### config.mk
export PLATFORM = sky130hd
export DESIGN_NAME = sage_div_step
export DESIGN_NICKNAME = d
export VERILOG_FILES = /design/src/rtl/sage_pkg.sv /design/src/rtl/sage_div_step.sv
export SDC_FILE = /design/constraint.sdc
export NUM_CORES = 1
export LEC_CHECK = 0
export ABC_AREA = 1
export BUFFER_PORTS_ARGS = -buffer_cell sky130_fd_sc_hd__buf_2
export CAP_MARGIN = 25
export CELL_PAD_IN_SITES_DETAIL_PLACEMENT = 1
export CELL_PAD_IN_SITES_GLOBAL_PLACEMENT = 2
export CORE_MARGIN = 3
export CORE_UTILIZATION = 24
export DETAILED_ROUTE_END_ITERATION = 10
export GPL_TIMING_DRIVEN = 1
export PLACE_DENSITY_LB_ADDON = 0.1
export SLEW_MARGIN = 20
export SYNTH_ARGS = -nofsm -noshare
export SYNTH_HDL_FRONTEND = slang
export SYNTH_SLANG_ARGS = --single-unit
export TNS_END_PERCENT = 50
### constraint.sdc
create_clock -name clk -period 0.8 [get_ports clk]
set_input_delay 0.04 -clock clk [delete_from_list [all_inputs] [get_ports clk]]
set_output_delay 0.04 -clock clk [all_outputs]
set_load 0.01 [all_outputs]
### src/rtl/sage_pkg.sv
package sage_pkg;

    localparam int FRACTION_BITS_DEF    = 16;
    localparam int GAMMA_TABLE_BITS_DEF = 12;
    localparam int MAX_COLUMNS          = 4096;

    localparam int ACCUM_W     = 32;
    localparam int COUNT_W     = 16;
    localparam int COLUMN_W    = 12;
    localparam int CODE_W      = 8;
    localparam int CODE_LEVELS = 256;
    localparam int CODE_MAX    = 255;
    localparam int CHANNELS    = 3;
    localparam int CFG_INDEX_W = 8;
    localparam int CFG_DATA_W  = 16;

    // Threshold entry width: holds 2^GAMMA_TABLE_BITS for the largest table size.
    localparam int GTW = 17;

    // Stages outside the divider and the code search: input, overflow check, output.
    localparam int FIXED_STAGES = 3;

    localparam logic [CFG_INDEX_W-1:0] REG_SAMPLE_COUNT  = CFG_INDEX_W'(0);
    localparam logic [CFG_INDEX_W-1:0] REG_MARKER_COLUMN = CFG_INDEX_W'(1);

    typedef logic [1:0] kind_t;
    localparam kind_t KIND_NORMAL = 2'd0;
    localparam kind_t KIND_BLANK  = 2'd1;
    localparam kind_t KIND_MARKER = 2'd2;

    typedef struct packed {
        logic                valid;
        kind_t               kind;
        logic [CHANNELS-1:0] ovf;
    } ctl_t;

    typedef struct packed {
        logic [ACCUM_W-1:0]  accum_red;
        logic [ACCUM_W-1:0]  accum_green;
        logic [ACCUM_W-1:0]  accum_blue;
        logic [COLUMN_W-1:0] pixel_column;
    } pixel_t;

    typedef struct packed {
        logic [CODE_W-1:0] red;
        logic [CODE_W-1:0] green;
        logic [CODE_W-1:0] blue;
    } result_t;

    function automatic int quotient_bits(input int f, input int g);
        return (g <= f) ? g : f;
    endfunction

    function automatic int divisor_shift(input int f, input int g);
        return (f >= g) ? f - g : 0;
    endfunction

    function automatic int compare_width(input int f);
        return (COUNT_W + f > ACCUM_W) ? COUNT_W + f : ACCUM_W;
    endfunction

    function automatic int pipe_latency(input int f, input int g);
        return quotient_bits(f, g) + CODE_W + FIXED_STAGES;
    endfunction

    // Entry c: smallest table index i with i^5 * 510^11 >= (2c-1)^11 * 2^(5g),
    // i.e. the first index whose rounded encoding reaches code c.
    function automatic logic [GTW*CODE_LEVELS-1:0] gamma_thresholds(input int g);
        logic [GTW*CODE_LEVELS-1:0] tbl;
        logic [255:0]               base;
        logic [255:0]               lim;
        logic [255:0]               lhs;
        int                         lo;
        int                         hi;
        int                         mid;
        tbl  = '0;
        base = 256'd1;
        for (int k = 0; k < 11; k++) begin
            base = base * 256'd510;
        end
        for (int c = 1; c < CODE_LEVELS; c++) begin
            lim = 256'd1;
            for (int k = 0; k < 11; k++) begin
                lim = lim * 256'(2 * c - 1);
            end
            lim = lim << (5 * g);
            lo  = 0;
            hi  = 1 << g;
            for (int s = 0; s < GTW + 1; s++) begin
                if (lo < hi) begin
                    mid = (lo + hi) >> 1;
                    lhs = base;
                    for (int k = 0; k < 5; k++) begin
                        lhs = lhs * 256'(mid);
                    end
                    if (lhs >= lim) begin
                        hi = mid;
                    end else begin
                        lo = mid + 1;
                    end
                end
            end
            tbl[c*GTW +: GTW] = GTW'(lo);
        end
        return tbl;
    endfunction

endpackage

### src/rtl/sage_div_step.sv
module sage_div_step #(
    parameter int FRACTION_BITS    = sage_pkg::FRACTION_BITS_DEF,
    parameter int GAMMA_TABLE_BITS = sage_pkg::GAMMA_TABLE_BITS_DEF,
    parameter int SHIFT            = 0
) (
    input  logic                                             clk,
    input  logic                                             rst_n,
    input  sage_pkg::ctl_t                                   ctl_in,
    input  logic [sage_pkg::CHANNELS-1:0][sage_pkg::ACCUM_W-1:0] rem_in,
    input  logic [sage_pkg::CHANNELS-1:0][sage_pkg::quotient_bits(FRACTION_BITS,
                                          GAMMA_TABLE_BITS)-1:0] quo_in,
    input  logic [sage_pkg::COUNT_W+sage_pkg::divisor_shift(FRACTION_BITS,
                                          GAMMA_TABLE_BITS)-1:0] dsr_in,
    output sage_pkg::ctl_t                                   ctl_out,
    output logic [sage_pkg::CHANNELS-1:0][sage_pkg::ACCUM_W-1:0] rem_out,
    output logic [sage_pkg::CHANNELS-1:0][sage_pkg::quotient_bits(FRACTION_BITS,
                                          GAMMA_TABLE_BITS)-1:0] quo_out,
    output logic [sage_pkg::COUNT_W+sage_pkg::divisor_shift(FRACTION_BITS,
                                          GAMMA_TABLE_BITS)-1:0] dsr_out
);

    localparam int QB = sage_pkg::quotient_bits(FRACTION_BITS, GAMMA_TABLE_BITS);
    localparam int DW = sage_pkg::COUNT_W + sage_pkg::divisor_shift(FRACTION_BITS,
                                                                     GAMMA_TABLE_BITS);
    localparam int CW = sage_pkg::compare_width(FRACTION_BITS);

    sage_pkg::ctl_t                                       ctl_reg;
    logic [sage_pkg::CHANNELS-1:0][sage_pkg::ACCUM_W-1:0] rem_reg;
    logic [sage_pkg::CHANNELS-1:0][sage_pkg::ACCUM_W-1:0] rem_next;
    logic [sage_pkg::CHANNELS-1:0][QB-1:0]                quo_reg;
    logic [sage_pkg::CHANNELS-1:0][QB-1:0]                quo_next;
    logic [DW-1:0]                                        dsr_reg;
    logic [CW:0]                                          sub_val;
    logic [CW:0]                                          trial [sage_pkg::CHANNELS];

    assign sub_val = {1'b0, CW'(dsr_in)} << SHIFT;

    // Restoring step: keep the difference when it does not borrow.
    always_comb
    begin
        for (int c = 0; c < sage_pkg::CHANNELS; c++) begin
            trial[c]    = {1'b0, CW'(rem_in[c])} - sub_val;
            rem_next[c] = trial[c][CW] ? rem_in[c] : trial[c][sage_pkg::ACCUM_W-1:0];
            quo_next[c] = {quo_in[c][QB-2:0], ~trial[c][CW]};
        end
    end

    always_ff @(posedge clk or negedge rst_n)
    begin
        if (!rst_n) begin
            ctl_reg <= '0;
        end else begin
            ctl_reg <= ctl_in;
        end
    end

    always_ff @(posedge clk)
    begin
        rem_reg <= rem_next;
        quo_reg <= quo_next;
        dsr_reg <= dsr_in;
    end

    assign ctl_out = ctl_reg;
    assign rem_out = rem_reg;
    assign quo_out = quo_reg;
    assign dsr_out = dsr_reg;

endmodule

== Word-level counts from Yosys, hierarchy flattened ==
Index checks and enable logic that the tools add are counted.
Cells by class
  reductions and logical operators: 0
  multipliers: 0
  div/mod/pow operators: 0
  equality and inequality tests: 0
  magnitude comparators: 0
  add/subtract/negate cells: 3
  bitwise logic cells: 3
  shifts and indexed selects: 0
  multiplexer cells: 3
Operators with widths (number)
  $sub A32 B20 Y33: 3
  $mux W32: 3
  $not A1 Y1: 3
Word-level totals
  memories: 0
  bits in registers: 158
  latch bits: 0
  input bits: 160
  output and inout bits: 158
  ROM bits: 0
  bits in writable memories: 0

== Logic depth before layout (Yosys ltp) ==
  depth in word-level cells: 2
  depth in mapped cells: 16
  depth with buffers taken out: 15

== Worst setup path before layout ==
No wires, ideal clock.
  path kind: input to register
  start point: in rem_in[0] (netlist bit)
  end point: reg rem_reg, in the netlist rem_out[8]
  arrival time: 1.513 ns
  path slack: -0.831 ns
  data required time: 0.682 ns
  buffers on the path: 1
  stages: 14
  cells stage by stage: inv_1 > ha_1 > fa_1 > nor2_2 > o21ai_2 > nand2_4 > nand2_2 > nand2_4 > nand2_4 > nand2_8 > inv_6 > buf_6 > nand2_2 > o21ai_2
RTL lines
  start, declared: line sage_div_step.sv:9  | input logic [sage_pkg::CHANNELS-1:0][sage_pkg::ACCUM_W-1:0] rem_in,
  end signal, assigned: line sage_div_step.sv:59  | rem_reg <= rem_next;
  end, declared: line sage_div_step.sv:28  | logic [sage_pkg::CHANNELS-1:0][sage_pkg::ACCUM_W-1:0] rem_reg;

==> impl_metrics.csv <==
group,metric,value,unit
status,status,"finished, violations left",
status,violations,"negative hold slack, negative setup slack",
worst_setup_path,critical_path.top_delay_family,"simple AND/OR/NAND/NOR gates",
cts,cts.sinks,158,
drt,drt_pass1_iterations,4,
sta,tightest_slew,0.325,ns
min_path,hold_depth,1,
drt,route.detailed.drc,0,
placed_design,port_buffers,314,
global_routing,grt_max_degree,19,
sta,hold_viol,8,
drt,wl,51.4,mm
worst_setup_path,path_class,"in2reg",
synthesis,synthArstFlopShare,3.80,%
synthesis,synth_commonest_cells,"600 x nand2_1, 250 x inv_1, 152 x dfxtp_1, 106 x nor2_1, 74 x nand3_1",
worst_setup_path,crit_cells,15,
drt,drt-initial-drc-count,375,
synthesis,synth_edf_count,0,
drt,wl_per_cell,17.3,um
worst_setup_path,startpoint,"dsr_in[18]",
die,fp.dieArea,45100,um2
sta,fin_crit,1.43,ns
die,start_util,24.7,%
cts,cts_root_buf,"clkbuf_16",
global_routing,globalRouteOverflowTotal,0,
synthesis,syn_avg_cell_area,6.50,um2
placed_design,placed_area,14900,um2
placed_design,place_inst,2714,
final_layout,final_area,20900,um2
global_routing,grt_use_total,21.9,%
cts,clk_pin_slew,0.07,ns
synthesis,ys_seq_area_share,31.3,%
worst_setup_path,slowest_delay,0.36,ns
power_and_ir_drop,ir_drop,1.35,mV
power_and_ir_drop,power_density,1450,nW/um2
worst_setup_path,cp_max_fo,4,
die,die_y,212,um
worst_setup_path,arrival,1.81,ns
sta,fin_ws,-0.632,ns
die,fp.dieW,212,um
drt,via_per_inst,4.33,
global_routing,grt_first_pass_wirelength,75.1,mm
sta,setup_viol,257,
synthesis,yosys_most_used_dff,"dfxtp_1",
synthesis,yosys-top-cells-area,"dfxtp_1 30%, nand2_1 22%, inv_1 9.2%",
sta,fin_crit_sh,179,%
synthesis,yosys_register_bits,158,
final_layout,drive_gt1_share,56.8,%
power_and_ir_drop,p_leak,10.4,nW
synthesis,syn_nets,1794,
synthesis,syn_inst,1571,
cts,cts_max_level,4,
final_layout,synthToLayoutAreaGrowth,104,%
final_layout,fin_cells,2969,
die,core,41400,um2
global_routing,antenna_found_initial,3,
placed_design,routabilityCongestion,0.813,
sta,tns,-79.32,ns
die,io_pins,318,
synthesis,ys_warn_count,0,
sta,slew_headroom,78.1,%
sta,finalMaxSlewViolations,0,
synthesis,synthDominantCellAreaShare,29.8,%
placed_design,dp_hpwl,37.9,mm
synthesis,synth_most_common_cell,"nand2_1",
die,rows,74,
flow_run,max_cap_viol_count,0,
final_layout,final_nets,2645,
cts,cts_tree,"yes",
synthesis,yosysTopAreaCell,"dfxtp_1",
worst_setup_path,cp_common_cell,"nand2_2",
cts,cts.path.max_buffers,2,
final_layout,fill_cells,5040,
min_path,min_path_type,"in2reg",
global_routing,grt_pass1_vias,13700,
min_path,hold_start,"dsr_in[0]",
synthesis,ys_types,35,
sta,fmax,698,MHz
sta,fin_hold_ws,-0.302,ns
drt,num_vias,12900,
worst_setup_path,startpoint_type,"input port",
worst_setup_path,end_kind,"register",
drt,ant_nets,0,
sta,rsz0062_at_grt,"yes",
worst_setup_path,crit_slowest_cell,"ha_1",
cts,cts_made_buffers,17,
worst_setup_path,critical_path_required,1.18,ns
worst_setup_path,crit_buf_inv,6,
synthesis,netlist_area,10200,um2
worst_setup_path,crit_chain,"buf_2, inv_1, buf_12, ha_1, nand2_2, inv_2, nand2_2, nand2_4, nor2_4, and3_4, nand2_8, buf_4, buf_6, nand3_2, nand2_1",
cell families after synthesis:
family                     synth area share, %
buffers and inverters                     11.9
DFF                                       31.3
adders and majority gates                 7.94
and+or+nand+nor                           36.1
AOI/OAI and AO/OA                         9.45
xor gates and xnor gates                  3.35
state kept, by name (all words and copies together), names as in the netlist:
name and cells:
dsr_out 20, rem_out 96, ctl_out 6, quo_out 36
routing by layer:
layer / GRT usage, % / share of wire [%] / routed length, um / up-vias
met5: 0 / 0.025 / 13 / -
met4: 6.08 / 2.0 / 1020 / 2
met3: 4.21 / 2.8 / 1450 / 50
met2: 39.7 / 52 / 26700 / 198
met1: 26.5 / 43 / 22200 / 6106
li1: - / - / - / 6503
per-stage QoR:
| step | hold slack [ns] | utilization [%] | power (mW) | setup slack [ns] |
|---|---|---|---|---|
| after floorplan | -0.256 | - | 13.3 | -0.739 |
| after global placement | -0.132 | 36.1 | 17.8 | -1.32 |
| after detailed placement | -0.126 | 36.1 | 17.9 | -1.34 |
| after CTS | -0.391 | 46.0 | 29.0 | -0.584 |
| after global routing | -0.338 | 50.4 | 31.9 | -0.674 |
| final | -0.302 | 50.4 | 30.2 | -0.632 |
what timing repair did:
item,4_1_cts,5_1_grt
endpoints found under the setup margin,257,257
hold buffers,157,9
buffers inserted,41,17
gates cloned,7,0
pin swaps,72,165
resized for setup,342,450
hold endpoints to repair,161,17
path summary, 6_finish.rpt:
kind	endpoint
max in group asynchronous	ctl_out[5]
min in group asynchronous	ctl_out[2]
setup / recovery	rem_out[13]
hold / removal	dsr_out[0]
layout make-up:
class	instances	area [um2]	area share, %
Sequential cell	158	3300	15.8
Tap cell	532	666	3.19
Clock inverter	15	185	0.888
Multi-Input combinational cell	1119	8040	38.5
Antenna cell	2	5.00	0.0240
Inverter	280	1150	5.53
Clock buffer	17	425	2.04
Timing Repair Buffer	845	7080	33.9
Timing Repair inverter	1	11.3	0.0540
placed cells by master (no fill, tap or decap), types with 8 or more instances in the layout:
master / n
inv_8: 8
inv_2: 49
nor2_2: 26
xnor2_1: 26
ha_4: 47
nor2_4: 23
nand2_2: 170
nand2_1: 389
clkbuf_16: 17
ha_1: 11
inv_4: 8
buf_8: 8
buf_12: 23
nor3_2: 13
nor2_1: 71
o21ai_2: 43
nand3_2: 29
a21oi_2: 55
dfxtp_2: 79
buf_2: 221
nand2_4: 71
a21oi_4: 11
buf_4: 303
inv_1: 211
buf_6: 119
nand4_1: 9
a21oi_1: 21
dlygate4sd3_1: 165
nand3_1: 41
dfxtp_1: 72
or2_2: 8
xor2_1: 9
power by group:
group | switching, mW | internal (mW) | total [mW]
logic | 5.90 | 6.08 | 12.0
clock network | 4.33 | 4.50 | 8.83
registers | 0.434 | 8.91 | 9.35
Power figures use the tool's default switching activity.
