`src/rtl/sage_pkg.sv`:
```
package sage_pkg;

    localparam int FRACTION_BITS_DEF    = 16;
    localparam int GAMMA_TABLE_BITS_DEF = 12;
    localparam int MAX_COLUMNS          = 4096;

    localparam int ACCUM_W     = 32;
    localparam int COUNT_W     = 16;
    localparam int COLUMN_W    = 12;
    localparam int CODE_W      = 8;
    localparam int CODE_LEVELS = 256;
    localparam int CODE_MAX    = 255;
    localparam int CHANNELS    = 3;
    localparam int CFG_INDEX_W = 8;
    localparam int CFG_DATA_W  = 16;

    // Threshold entry width: holds 2^GAMMA_TABLE_BITS for the largest table size.
    localparam int GTW = 17;

    // Stages outside the divider and the code search: input, overflow check, output.
    localparam int FIXED_STAGES = 3;

    localparam logic [CFG_INDEX_W-1:0] REG_SAMPLE_COUNT  = CFG_INDEX_W'(0);
    localparam logic [CFG_INDEX_W-1:0] REG_MARKER_COLUMN = CFG_INDEX_W'(1);

    typedef logic [1:0] kind_t;
    localparam kind_t KIND_NORMAL = 2'd0;
    localparam kind_t KIND_BLANK  = 2'd1;
    localparam kind_t KIND_MARKER = 2'd2;

    typedef struct packed {
        logic                valid;
        kind_t               kind;
        logic [CHANNELS-1:0] ovf;
    } ctl_t;

    typedef struct packed {
        logic [ACCUM_W-1:0]  accum_red;
        logic [ACCUM_W-1:0]  accum_green;
        logic [ACCUM_W-1:0]  accum_blue;
        logic [COLUMN_W-1:0] pixel_column;
    } pixel_t;

    typedef struct packed {
        logic [CODE_W-1:0] red;
        logic [CODE_W-1:0] green;
        logic [CODE_W-1:0] blue;
    } result_t;

    function automatic int quotient_bits(input int f, input int g);
        return (g <= f) ? g : f;
    endfunction

    function automatic int divisor_shift(input int f, input int g);
        return (f >= g) ? f - g : 0;
    endfunction

    function automatic int compare_width(input int f);
        return (COUNT_W + f > ACCUM_W) ? COUNT_W + f : ACCUM_W;
    endfunction

    function automatic int pipe_latency(input int f, input int g);
        return quotient_bits(f, g) + CODE_W + FIXED_STAGES;
    endfunction

    // Entry c: smallest table index i with i^5 * 510^11 >= (2c-1)^11 * 2^(5g),
    // i.e. the first index whose rounded encoding reaches code c.
    function automatic logic [GTW*CODE_LEVELS-1:0] gamma_thresholds(input int g);
        logic [GTW*CODE_LEVELS-1:0] tbl;
        logic [255:0]               base;
        logic [255:0]               lim;
        logic [255:0]               lhs;
        int                         lo;
        int                         hi;
        int                         mid;
        tbl  = '0;
        base = 256'd1;
        for (int k = 0; k < 11; k++) begin
            base = base * 256'd510;
        end
        for (int c = 1; c < CODE_LEVELS; c++) begin
            lim = 256'd1;
            for (int k = 0; k < 11; k++) begin
                lim = lim * 256'(2 * c - 1);
            end
            lim = lim << (5 * g);
            lo  = 0;
            hi  = 1 << g;
            for (int s = 0; s < GTW + 1; s++) begin
                if (lo < hi) begin
                    mid = (lo + hi) >> 1;
                    lhs = base;
                    for (int k = 0; k < 5; k++) begin
                        lhs = lhs * 256'(mid);
                    end
                    if (lhs >= lim) begin
                        hi = mid;
                    end else begin
                        lo = mid + 1;
                    end
                end
            end
            tbl[c*GTW +: GTW] = GTW'(lo);
        end
        return tbl;
    endfunction

endpackage

```
`src/rtl/sage_gamma_step.sv`:
```
module sage_gamma_step #(
    parameter int GAMMA_TABLE_BITS = sage_pkg::GAMMA_TABLE_BITS_DEF,
    parameter int BIT              = 0,
    parameter logic [sage_pkg::GTW*sage_pkg::CODE_LEVELS-1:0] THRESH = '0
) (
    input  logic                                                 clk,
    input  logic                                                 rst_n,
    input  sage_pkg::ctl_t                                       ctl_in,
    input  logic [sage_pkg::CHANNELS-1:0][GAMMA_TABLE_BITS-1:0]  idx_in,
    input  logic [sage_pkg::CHANNELS-1:0][sage_pkg::CODE_W-1:0]  code_in,
    output sage_pkg::ctl_t                                       ctl_out,
    output logic [sage_pkg::CHANNELS-1:0][GAMMA_TABLE_BITS-1:0]  idx_out,
    output logic [sage_pkg::CHANNELS-1:0][sage_pkg::CODE_W-1:0]  code_out
);

    sage_pkg::ctl_t                                      ctl_reg;
    logic [sage_pkg::CHANNELS-1:0][GAMMA_TABLE_BITS-1:0] idx_reg;
    logic [sage_pkg::CHANNELS-1:0][sage_pkg::CODE_W-1:0] code_reg;
    logic [sage_pkg::CHANNELS-1:0][sage_pkg::CODE_W-1:0] code_next;
    logic [sage_pkg::CODE_W-1:0]                         cand [sage_pkg::CHANNELS];
    logic [sage_pkg::GTW-1:0]                            thr  [sage_pkg::CHANNELS];

    // One bit of a binary search for the highest code whose threshold is reached.
    always_comb
    begin
        for (int c = 0; c < sage_pkg::CHANNELS; c++) begin
            cand[c]      = code_in[c] | (sage_pkg::CODE_W'(1) << BIT);
            thr[c]       = THRESH[int'(cand[c])*sage_pkg::GTW +: sage_pkg::GTW];
            code_next[c] = (thr[c] <= sage_pkg::GTW'(idx_in[c])) ? cand[c] : code_in[c];
        end
    end

    always_ff @(posedge clk or negedge rst_n)
    begin
        if (!rst_n) begin
            ctl_reg <= '0;
        end else begin
            ctl_reg <= ctl_in;
        end
    end

    always_ff @(posedge clk)
    begin
        idx_reg  <= idx_in;
        code_reg <= code_next;
    end

    assign ctl_out  = ctl_reg;
    assign idx_out  = idx_reg;
    assign code_out = code_reg;

endmodule

```
`config.mk`:
```
export PLATFORM = sky130hd
export DESIGN_NAME = sage_gamma_step
export DESIGN_NICKNAME = d
export VERILOG_FILES = /design/src/rtl/sage_pkg.sv /design/src/rtl/sage_gamma_step.sv
export SDC_FILE = /design/constraint.sdc
export NUM_CORES = 1
export LEC_CHECK = 0
export BUFFER_PORTS_ARGS = -buffer_cell sky130_fd_sc_hd__buf_2
export CELL_PAD_IN_SITES_DETAIL_PLACEMENT = 1
export CELL_PAD_IN_SITES_GLOBAL_PLACEMENT = 1
export CORE_AREA = 2 2 73 75
export CTS_BUF_LIST = sky130_fd_sc_hd__clkbuf_4
export DETAILED_ROUTE_END_ITERATION = 7
export DIE_AREA = 0 0 75 77
export HOLD_SLACK_MARGIN = 0.08
export PLACE_DENSITY_LB_ADDON = 0.1
export SLEW_MARGIN = 20
export SYNTH_ARGS = -nofsm -noshare
export SYNTH_HDL_FRONTEND = slang
export SYNTH_SLANG_ARGS = --single-unit
```
`constraint.sdc`:
```
create_clock -name clk -period 1.1 [get_ports clk]
set_clock_uncertainty 0.15 [all_clocks]
set_input_delay 0.055 -clock clk [delete_from_list [all_inputs] [get_ports clk]]
set_output_delay 0.055 -clock clk [all_outputs]
set_load 0.005 [all_outputs]
```
* Word level (Yosys, flattened, before mapping) *
Index checks and enable logic that the tools add are counted.

operators by class
  multipliers = 3
  magnitude comparators = 3
  shift operators = 3

operators by type and width
  kind                         count
  $shiftx 4352x14->17 const A  3
  $le 17x12->1                 3
  $mul 8x5->13 const B         3

storage, ports and cells
  register bits = 66
  bits of input ports = 68

* Logic depth before layout (Yosys ltp) *
Gate-level depths: netlist of the first run.

  depth after elaboration = 3
  mapped depth = 0

* Least setup slack after synthesis of the first run *
No wires, ideal clock.

  kind = register to output
  from = reg ctl_reg, in the netlist ctl_out[0]
  to = out ctl_out[0] in the netlist's numbering
  arrival time = 0.349 ns
  data required time = 0.895 ns
  path slack = 0.546 ns
  stages on the path, launching flop included = 1
  path through = dfrtp_1

RTL lines
  element                 line                   source
  start, declared         sage_gamma_step.sv:16  sage_pkg::ctl_t ctl_reg;
  start signal, assigned  sage_gamma_step.sv:38  ctl_reg <= ctl_in;
  end, declared           sage_gamma_step.sv:11  output sage_pkg::ctl_t ctl_out,

No word-level cell between the ends.

* Final worst setup path of the first run *
  from = reg ctl_reg, in the netlist ctl_out[3]
  to = out ctl_out[3] in the netlist's numbering

No word-level cell between the ends.

==> metrics.md, run 1 <==
| Metric | Value |
|---|---|
| Status | `completed` |
| Number of global-route vias before repair | `1542` |
| Final core occ | `57.9%` |
| Pre-antenna DRT Iters | `2` |
| Num CTS Buffers | `9` |
| H-tree levels | `3` |
| Max Cap Viol | `0` |
| Rows | `26` |
| GRT overflow | `0` |
| Placed Area | `0.00210 sq mm` |
| DRC Markers | `0` |
| CP max stage cell | `dfrtp_1` |
| Num ports | `134` |
| Initial antenna violation count | `0` |
| CP Capture Type | `output port` |
| Die W | `75 um` |
| Worst Hold Path Cells | `2` |
| Setup bufs post-CTS | `0` |
| Max-slew violations | `0` |
| Crit start category | `flop` |
| CTS tree | `yes` |
| Avg Inst Size Synth | `20.2 sq um` |
| Total GRT Usage | `16.9%` |
| Crit path largest cell delay | `380 ps` |
| Antenna viol nets, final | `0` |
| Sequential share of the synthesized area | `99.7%` |
| RSZ-0062 raised after global routing | `true` |
| Critical-path maximum fanout | `1` |
| FF+latch count, synth | `66` |
| Crit-path leading delay family | `flip-flops` |
| Nets | `343` |
| HP Class | `in -> reg` |
| Synth-to-Final Area Change | `113%` |
| DIE HEIGHT | `77 um` |
| IO buf count | `130` |
| Die area | `0.00578 sq mm` |
| DP HPWL | `2.74 mm` |
| Yosys warning count | `0` |
| Period utilization | `99.2%` |
| Final min period | `1090 ps` |
| Final hold violation count | `0` |
| DR vias | `1313` |
| First-pass GRT wire length | `6.99 mm` |
| Cell count along the critical path | `1` |
| Fmax | `916 MHz` |
| Diodes inserted | `0` |
| Routability Congestion | `0.666` |
| Initial Utilization | `27.2%` |
| Sum Neg Setup Slack | `0 ps` |
| Leakage | `0.00144 uW` |
| Root Driver | `clkbuf_4` |
| WL per Instance | `13.2 um` |
| P per Cell Area | `1560 mW/mm^2` |
| Fin area | `0.00288 sq mm` |
| Core Area | `0.00498 sq mm` |
| # clock sinks | `66` |
| VDD IR max | `0.000861 V` |
| Setup violators final | `0` |
| Vias/cell | `3.75` |
| Worst Setup Path Type | `reg -> out` |
| Clock buffer depth | `2` |
| Post-Route WL | `4.63 mm` |
| Share of cells above drive strength 1 | `51.4%` |
| CP Buf/Inv Count | `1` |
| Post-synthesis instance area | `0.00136 sq mm` |
| Cells after Synth | `67` |
| CP required | `890 ps` |
| Largest net degree at the start of global routing | `12` |
| Distinct cells, synth | `3` |
| CP Cell Sequence | `buf_2` |
| Clk slew on worst S/H paths | `110 ps` |
| Critical Path AT | `890 ps` |
| DRT iter0 DRCs | `30` |
flip-flops by register name, summed over array words and instances, names as in the netlist:
signal	flops
idx_out	36
code_out	24
ctl_out	6
repair_timing:
action                                  CTS  global route
endpoints found under the hold margin    69             0
resized for setup                         0             1
hold buffers                             65             0
endpoints found under the setup margin    5             7
power by group:
part | leakage (uW) | switching, uW | internal (uW)
sequential | 0.000576 | 30.3 | 2520
clock | 0.0000734 | 766 | 722
combinational | 0.000793 | 139 | 310
total | 0.00144 | 935 | 3550
through the flow:
step / worst slack, ps / hold slack (ps) / std cells / power [uW]
2_1_floorplan: 546 / -391 / 69 / 2630
3_3_place_gp: 441 / -274 / 269 / 2850
3_5_place_dp: 427 / -266 / 269 / 2870
4_1_cts: -22.7 / 120 / 350 / 4540
5_1_grt: -57.9 / 128 / 350 / 4710
6_report: 8.76 / 153 / 350 / 4490
cells by family (layout without fill, tap and decap cells):
kind of cell	Yosys count	in the layout	synth area share, %
other	1	3	0.277
DFF	66	66	99.7
buffers and inverters	0	211	0
path summary, 6_finish.rpt:
check / to / slack, ps / start
min: code_out[22] / 150 / code_in[22]
max in group asynchronous: ctl_out[5] / 120 / rst_n
max: ctl_out[3] / 9 / ctl_out[3]
min in group asynchronous: ctl_out[0] / 460 / rst_n
routing by layer:
metal  GRT usage, %  routed length [um]
met2           31.8                2580
met1           13.8                1490
met5              0                   0
met3           7.36                 488
met4           9.11                  71
synthesized netlist by cell type (all sizes together):
master / count / area, sq um
conb: 1 / 3.75
dfrtp: 6 / 150
dfxtp: 60 / 1200
layout by cell type (no fill, tap or decap), drive strengths merged:
| master | instances |
|---|---|
| buf | 130 |
| bufinv | 1 |
| clkbuf | 11 |
| clkinv | 4 |
| conb | 3 |
| dfrtp | 6 |
| dfxtp | 60 |
| dlygate4sd3 | 65 |
final cells by class:
cell class,instances,area (sq um)
repair buffers,195,1300
flip-flops and latches,66,1350
fillers,537,2100
well taps,70,87.6
clock inverters,5,46.3
clock buffers,11,82.6
multi-input cells,3,11.3
Power figures use the tool's default switching activity.
==> inputs of run 2 (changes only) <==
Settings changed: PLACE_DENSITY set to 0.81, PLACE_DENSITY_LB_ADDON 0.1 to not set.
==> run 2 against run 1 <==
Count of clock-buffer cells in the layout increased by 3. Clock power down 11%. Largest cell class unchanged. Final area fell by 0.65%. Hold slack better by 3.3 ps. The flow now finishes with violations (negative setup slack). Power down 3.4%. Via count increased by 0.15%. Core utilization fell by 0.38 points. First-iteration DRC count is 37% lower. Die area did not move.
==> metrics.md, run 2 (same netlist as run 1, synthesis figures left out) <==
| Metric | Value |
|---|---|
| Status | `finished, violations left` |
| Violated checks | `negative setup slack` |
| DRC Markers | `0 (unchanged)` |
| RSZ-0062 raised after global routing | `true` |
| Max FFs per register | `36 (unchanged)` |
| Core Area | `0.00498 sq mm (unchanged)` |
| Crit path largest cell delay | `390 ps (about the same)` |
| Vias/cell | `3.77 (+0.44%)` |
| Initial Utilization | `27.2% (unchanged)` |
| Critical-path maximum fanout | `1 (unchanged)` |
| Most common cell after layout, fill and taps aside | `buf_2` |
| HP Class | `in -> reg` |
| Routability Congestion | `0.655 (-1.7%)` |
| Setup violators final | `1 (+1)` |
| Clk slew on worst S/H paths | `100 ps (about the same)` |
| NetSw | `928 uW (-0.79%)` |
| Clock buffer depth | `2 (unchanged)` |
| Initial antenna violation count | `0 (unchanged)` |
| DIE HEIGHT | `77 um (unchanged)` |
| First-pass GRT wire length | `7.42 mm (+6.1%)` |
| Multi-input gate area | `11.3 sq um (unchanged)` |
| DR vias | `1315 (+0.15%)` |
| Die area | `0.00578 sq mm (unchanged)` |
| Rows | `26 (unchanged)` |
| Fin area | `0.00286 sq mm (-0.65%)` |
| Total GRT Usage | `18.1% (+1.3 points)` |
| Root Driver | `clkbuf_4` |
| CP Cell Sequence | `buf_2` |
| Pint | `3410 uW (-4.0%)` |
| Final hold violation count | `0 (unchanged)` |
| CP Capture Type | `output port` |
| Synth-to-Final Area Change | `111%` |
| Final core occ | `57.5% (-0.38 points)` |
| Crit start category | `flop` |
| Register area | `0.00135 sq mm (about the same)` |
| Max-slew violations | `0 (unchanged)` |
| Post-route insts no fill | `349 (-0.29%)` |
| Critical Path AT | `900 ps (about the same)` |
| Fillers | `557 (+3.7%)` |
| Post-Route WL | `5.09 mm (+9.9%)` |
| IO buf count | `130 (unchanged)` |
| CP Buf/Inv Count | `1 (unchanged)` |
| Pre-antenna DRT Iters | `2 (unchanged)` |
| Period utilization | `101% (+1.3 points)` |
| GRT overflow | `0 (unchanged)` |
| Diodes inserted | `0 (unchanged)` |
| Clk pwr share | `30.6% (-2.6 points)` |
| Share of cells above drive strength 1 | `52.3% (+0.90 points)` |
| Seq pwr share | `58.9% (+2.1 points)` |
| Num ports | `134 (unchanged)` |
| Num CTS Buffers | `9 (unchanged)` |
| Setup ws final | `-5.60 ps (-14.4 ps)` |
| # clock sinks | `66 (unchanged)` |
| Die W | `75 um (unchanged)` |
| VDD IR max | `0.000873 V (+1.3%)` |
| DRT iter0 DRCs | `19 (-37%)` |
| Switching Fraction | `21.4% (+0.55 points)` |
| DP HPWL | `2.73 mm (-0.40%)` |
| WL per Instance | `14.6 um (+10%)` |
| Worst Setup Path Type | `reg -> out` |
| Largest net degree at the start of global routing | `11 (-1)` |
| CP required | `890 ps (about the same)` |
| Nets | `343 (unchanged)` |
| Final min period | `1110 ps (+14.4 ps)` |
| Placed Area | `0.00210 sq mm (unchanged)` |
| Max Cap Viol | `0 (unchanged)` |
| Crit-path leading delay family | `flip-flops` |
| Placed Cells | `269 (unchanged)` |
| Hold Slack | `156 ps (+3.26 ps)` |
| Leakage | `0.00143 uW (-0.51%)` |
| CP max stage cell | `dfrtp_1` |
| CTS tree | `yes` |
| P per Cell Area | `1510 mW/mm^2 (-2.7%)` |
| H-tree levels | `3 (unchanged)` |
| Antenna viol nets, final | `0 (unchanged)` |
| Number of global-route vias before repair | `1506 (-2.3%)` |
| Commonest non-fill, non-tap cells in the layout | `130 x buf_2, 65 x dlygate4sd3_1, 58 x dfxtp_1, 14 x clkbuf_4, 6 x dfrtp_1` |
| Fmax | `904 MHz (-1.3%)` |
| Combinational power share | `10.5% (+0.5 points)` |
==> run 2: cell type report <==
cell class / count / share of cell area [%]
Multi-Input combinational cell: 3 / 0.393
Clock buffer: 14 / 3.67
Timing Repair Buffer: 195 / 45.5
Clock inverter: 1 / 0.131
Sequential cell: 66 / 47.3
Tap cell: 70 / 3.06
==> run 2: through the flow <==
step	worst slack, ps	power [uW]	TNS (ps)
after floorplan	546	2630	0
after global placement	442	2850	0
after detailed placement	423	2870	0
after CTS	-29.8	4380	-85.6
after global routing	-66.2	4560	-266
final	-5.60	4340	-5.60
==> run 2: path summary, 6_finish.rpt <==
path                       startpoint           to  slack (ps)  cells past startpoint
max                        ctl_out[3]   ctl_out[3]          -6                      1
max in group asynchronous       rst_n   ctl_out[5]          80                      3
min                        idx_in[28]  idx_out[28]         160                      2
min in group asynchronous       rst_n   ctl_out[1]         490                      3
==> run 2: metal layers <==
layer | vias to the layer above | GRT usage [%] | wire (um)
li1 | 618 | - | -
met1 | 595 | 15.1 | 1620
met2 | 92 | 32.3 | 2650
met3 | 10 | 9.20 | 701
met4 | 0 | 11.3 | 116
met5 | - | 0 | 0
==> run 2: repair_timing <==
| action | 4_1_cts | 5_1_grt |
|---|---|---|
| gates cloned | 0 | 0 |
| buffers inserted | 0 | 0 |
| hold buffers | 65 | 0 |
| endpoints found under the hold margin | 69 | 0 |
| setup endpoints to repair | 6 | 8 |
| resized for setup | 0 | 2 |
==> run 2: power by group through the flow <==
| stage | clock (uW) | sequential [uW] | combinational (uW) |
|---|---|---|---|
| 5_1_grt | 1500 | 2560 | 496 |
| 6_report | 1330 | 2550 | 456 |
| 3_3_place_gp | 0 | 2600 | 252 |
| 2_1_floorplan | 0 | 2630 | 0.743 |
| 3_5_place_dp | 0 | 2600 | 262 |
| 4_1_cts | 1390 | 2550 | 442 |
==> inputs of run 3 (changes only) <==
Settings changed: CELL_PAD_IN_SITES_GLOBAL_PLACEMENT 1 to 2, CORE_AREA 2 2 73 75 to 2 2 82 84, DIE_AREA 0 0 75 77 to 0 0 84 86, HOLD_SLACK_MARGIN 0.08 to not set.
==> run 3 against run 2 <==
The flow now finishes without violations. Cell count grew 2.3%. Setup slack improved by 14 ps. First-iteration DRC count decreased by 5.3%. Sequential share of layout area decreased by 0.29 points. Combinational power about the same. Die area up 25%. Sequential cell count unchanged. Count of clock-buffer cells in the layout shrank 1.
==> metrics.md, run 3 (same netlist as run 1, synthesis figures left out) <==
| Metric | Value |
|---|---|
| Worst Hold Path Cells | `2 (unchanged)` |
| Status | `completed` |
| Crit path largest cell delay | `380 ps (about the same)` |
| CP required | `890 ps (about the same)` |
| GRT overflow | `0 (unchanged)` |
| Crit-path leading delay family | `flip-flops` |
| Core Area | `0.00628 sq mm (+26%)` |
| WL per Instance | `13.4 um (-7.8%)` |
| NetSw | `962 uW (+3.6%)` |
| Pint | `3400 uW (-0.26%)` |
| CTS tree | `yes` |
| Seq pwr share | `58.6% (-0.3 points)` |
| Post-route insts no fill | `357 (+2.3%)` |
| CP Buf/Inv Count | `1 (unchanged)` |
| H-tree levels | `3 (unchanged)` |
| Final core occ | `46.2% (-11 points)` |
| Critical-path maximum fanout | `1 (unchanged)` |
| P per Cell Area | `1500 mW/mm^2 (-0.69%)` |
| Final hold violation count | `0 (unchanged)` |
| Antenna viol nets, final | `0 (unchanged)` |
| Root Driver | `clkbuf_4` |
| Placed Cells | `276 (+2.6%)` |
| Commonest non-fill, non-tap cells in the layout | `128 x buf_2, 65 x dlygate4sd3_1, 51 x dfxtp_1, 13 x clkbuf_4, 9 x dfxtp_2` |
| Max Cap Viol | `0 (unchanged)` |
| DR vias | `1297 (-1.4%)` |
| IO buf count | `130 (unchanged)` |
| Initial antenna violation count | `0 (unchanged)` |
| CP max stage cell | `dfrtp_1` |
| Synth-to-Final Area Change | `114%` |
| Crit start category | `flop` |
| Total GRT Usage | `14.1% (-4.0 points)` |
| Max FFs per register | `36 (unchanged)` |
| Largest net degree at the start of global routing | `12 (+1)` |
| Period utilization | `99.3% (-1.2 points)` |
| Vias/cell | `3.63 (-3.6%)` |
| Worst Setup Path Type | `reg -> out` |
| Share of cells above drive strength 1 | `55.4% (+3.0 points)` |
| Combinational power share | `10.4% (about the same)` |
| CP endpoint | `ctl_out[3]` |
| CP Capture Type | `output port` |
| Most common cell after layout, fill and taps aside | `buf_2` |
| Setup crit start | `ctl_out[3]` |
| Clk pwr share | `31.0% (+0.4 points)` |
| Num ports | `134 (unchanged)` |
| CP Cell Sequence | `buf_2` |
| Diodes inserted | `0 (unchanged)` |
| Pre-antenna DRT Iters | `2 (unchanged)` |
| HP Class | `in -> reg` |
| Leakage | `0.00144 uW (+0.42%)` |
| Max-slew violations | `0 (unchanged)` |
| Clock buffer depth | `2 (unchanged)` |
| Num CTS Buffers | `9 (unchanged)` |
| Setup violators final | `0 (-1)` |
| Post-Route WL | `4.80 mm (-5.6%)` |
| Die area | `0.00722 sq mm (+25%)` |
| Routability Congestion | `0.680 (+3.8%)` |
| Switching Fraction | `22.1% (+0.65 points)` |
| Die W | `84 um (+12%)` |
| Nets | `343 (unchanged)` |
| DIE HEIGHT | `86 um (+12%)` |
| VDD IR max | `0.000877 V (+0.44%)` |
| RSZ-0062 raised after global routing | `true` |
| Clk slew on worst S/H paths | `110 ps (about the same)` |
| Power Total | `4360 uW (+0.57%)` |
| First-pass GRT wire length | `7.54 mm (+1.7%)` |
| Rows | `29 (+12%)` |
| Number of global-route vias before repair | `1547 (+2.7%)` |
| Fmax | `916 MHz (+1.2%)` |
| DRC Markers | `0 (unchanged)` |
| Critical Path AT | `890 ps (about the same)` |
| Initial Utilization | `21.6% (-5.6 points)` |
| Final min period | `1090 ps (-13.5 ps)` |
| DRT iter0 DRCs | `18 (-1)` |
| Hold path start | `idx_in[0]` |
| Cell count along the critical path | `1 (unchanged)` |
| # clock sinks | `66 (unchanged)` |
run 3: repair_timing:
item | CTS | global route
setup buffers | 0 | 0
endpoints found under the setup margin | 5 | 15
hold buffers | 65 | 0
endpoints found under the hold margin | 69 | 0
gates resized for setup | 0 | 11
run 3: area by class of cell:
cell class	count	area, sq um
clock inverters	3	17.5
clock buffers	13	97.6
repair buffers	195	1310
multi-input cells	3	11.3
fillers	690	3380
well taps	77	96.3
flip-flops and latches	66	1360
run 3: how the worst min path moves through the flow:
stage                   end  slack [ps]
5_1_grt        code_out[21]         120
3_5_place_dp     ctl_out[4]        -270
2_1_floorplan    ctl_out[0]        -390
4_1_cts          idx_out[9]         110
6_report         idx_out[0]         150
3_3_place_gp     ctl_out[5]        -270
run 3: layer usage:
| metal | wire (um) | global-route usage, % | share of wire [%] |
|---|---|---|---|
| met5 | 0 | 0 | 0 |
| met4 | 125 | 9.38 | 2.6 |
| met3 | 252 | 3.08 | 5.2 |
| met2 | 2970 | 29.1 | 62 |
| met1 | 1450 | 11.8 | 30 |
run 3: power groups by stage:
stage / Sequential [uW] / Combinational, uW / Clock, uW
2_1_floorplan: 2630 / 0.743 / 0
3_3_place_gp: 2600 / 254 / 0
3_5_place_dp: 2600 / 263 / 0
4_1_cts: 2550 / 444 / 1420
5_1_grt: 2570 / 494 / 1540
6_report: 2550 / 453 / 1350
run 3: stage by stage:
stage	setup TNS (ps)	instance area (sq um)	worst slack [ps]	hold WS, ps
6_report	0	2900	7.92	151
2_1_floorplan	0	1360	546	-391
3_3_place_gp	0	2110	438	-274
4_1_cts	-95.4	2880	-33.8	111
5_1_grt	-283	2900	-58.6	117
3_5_place_dp	0	2110	425	-268
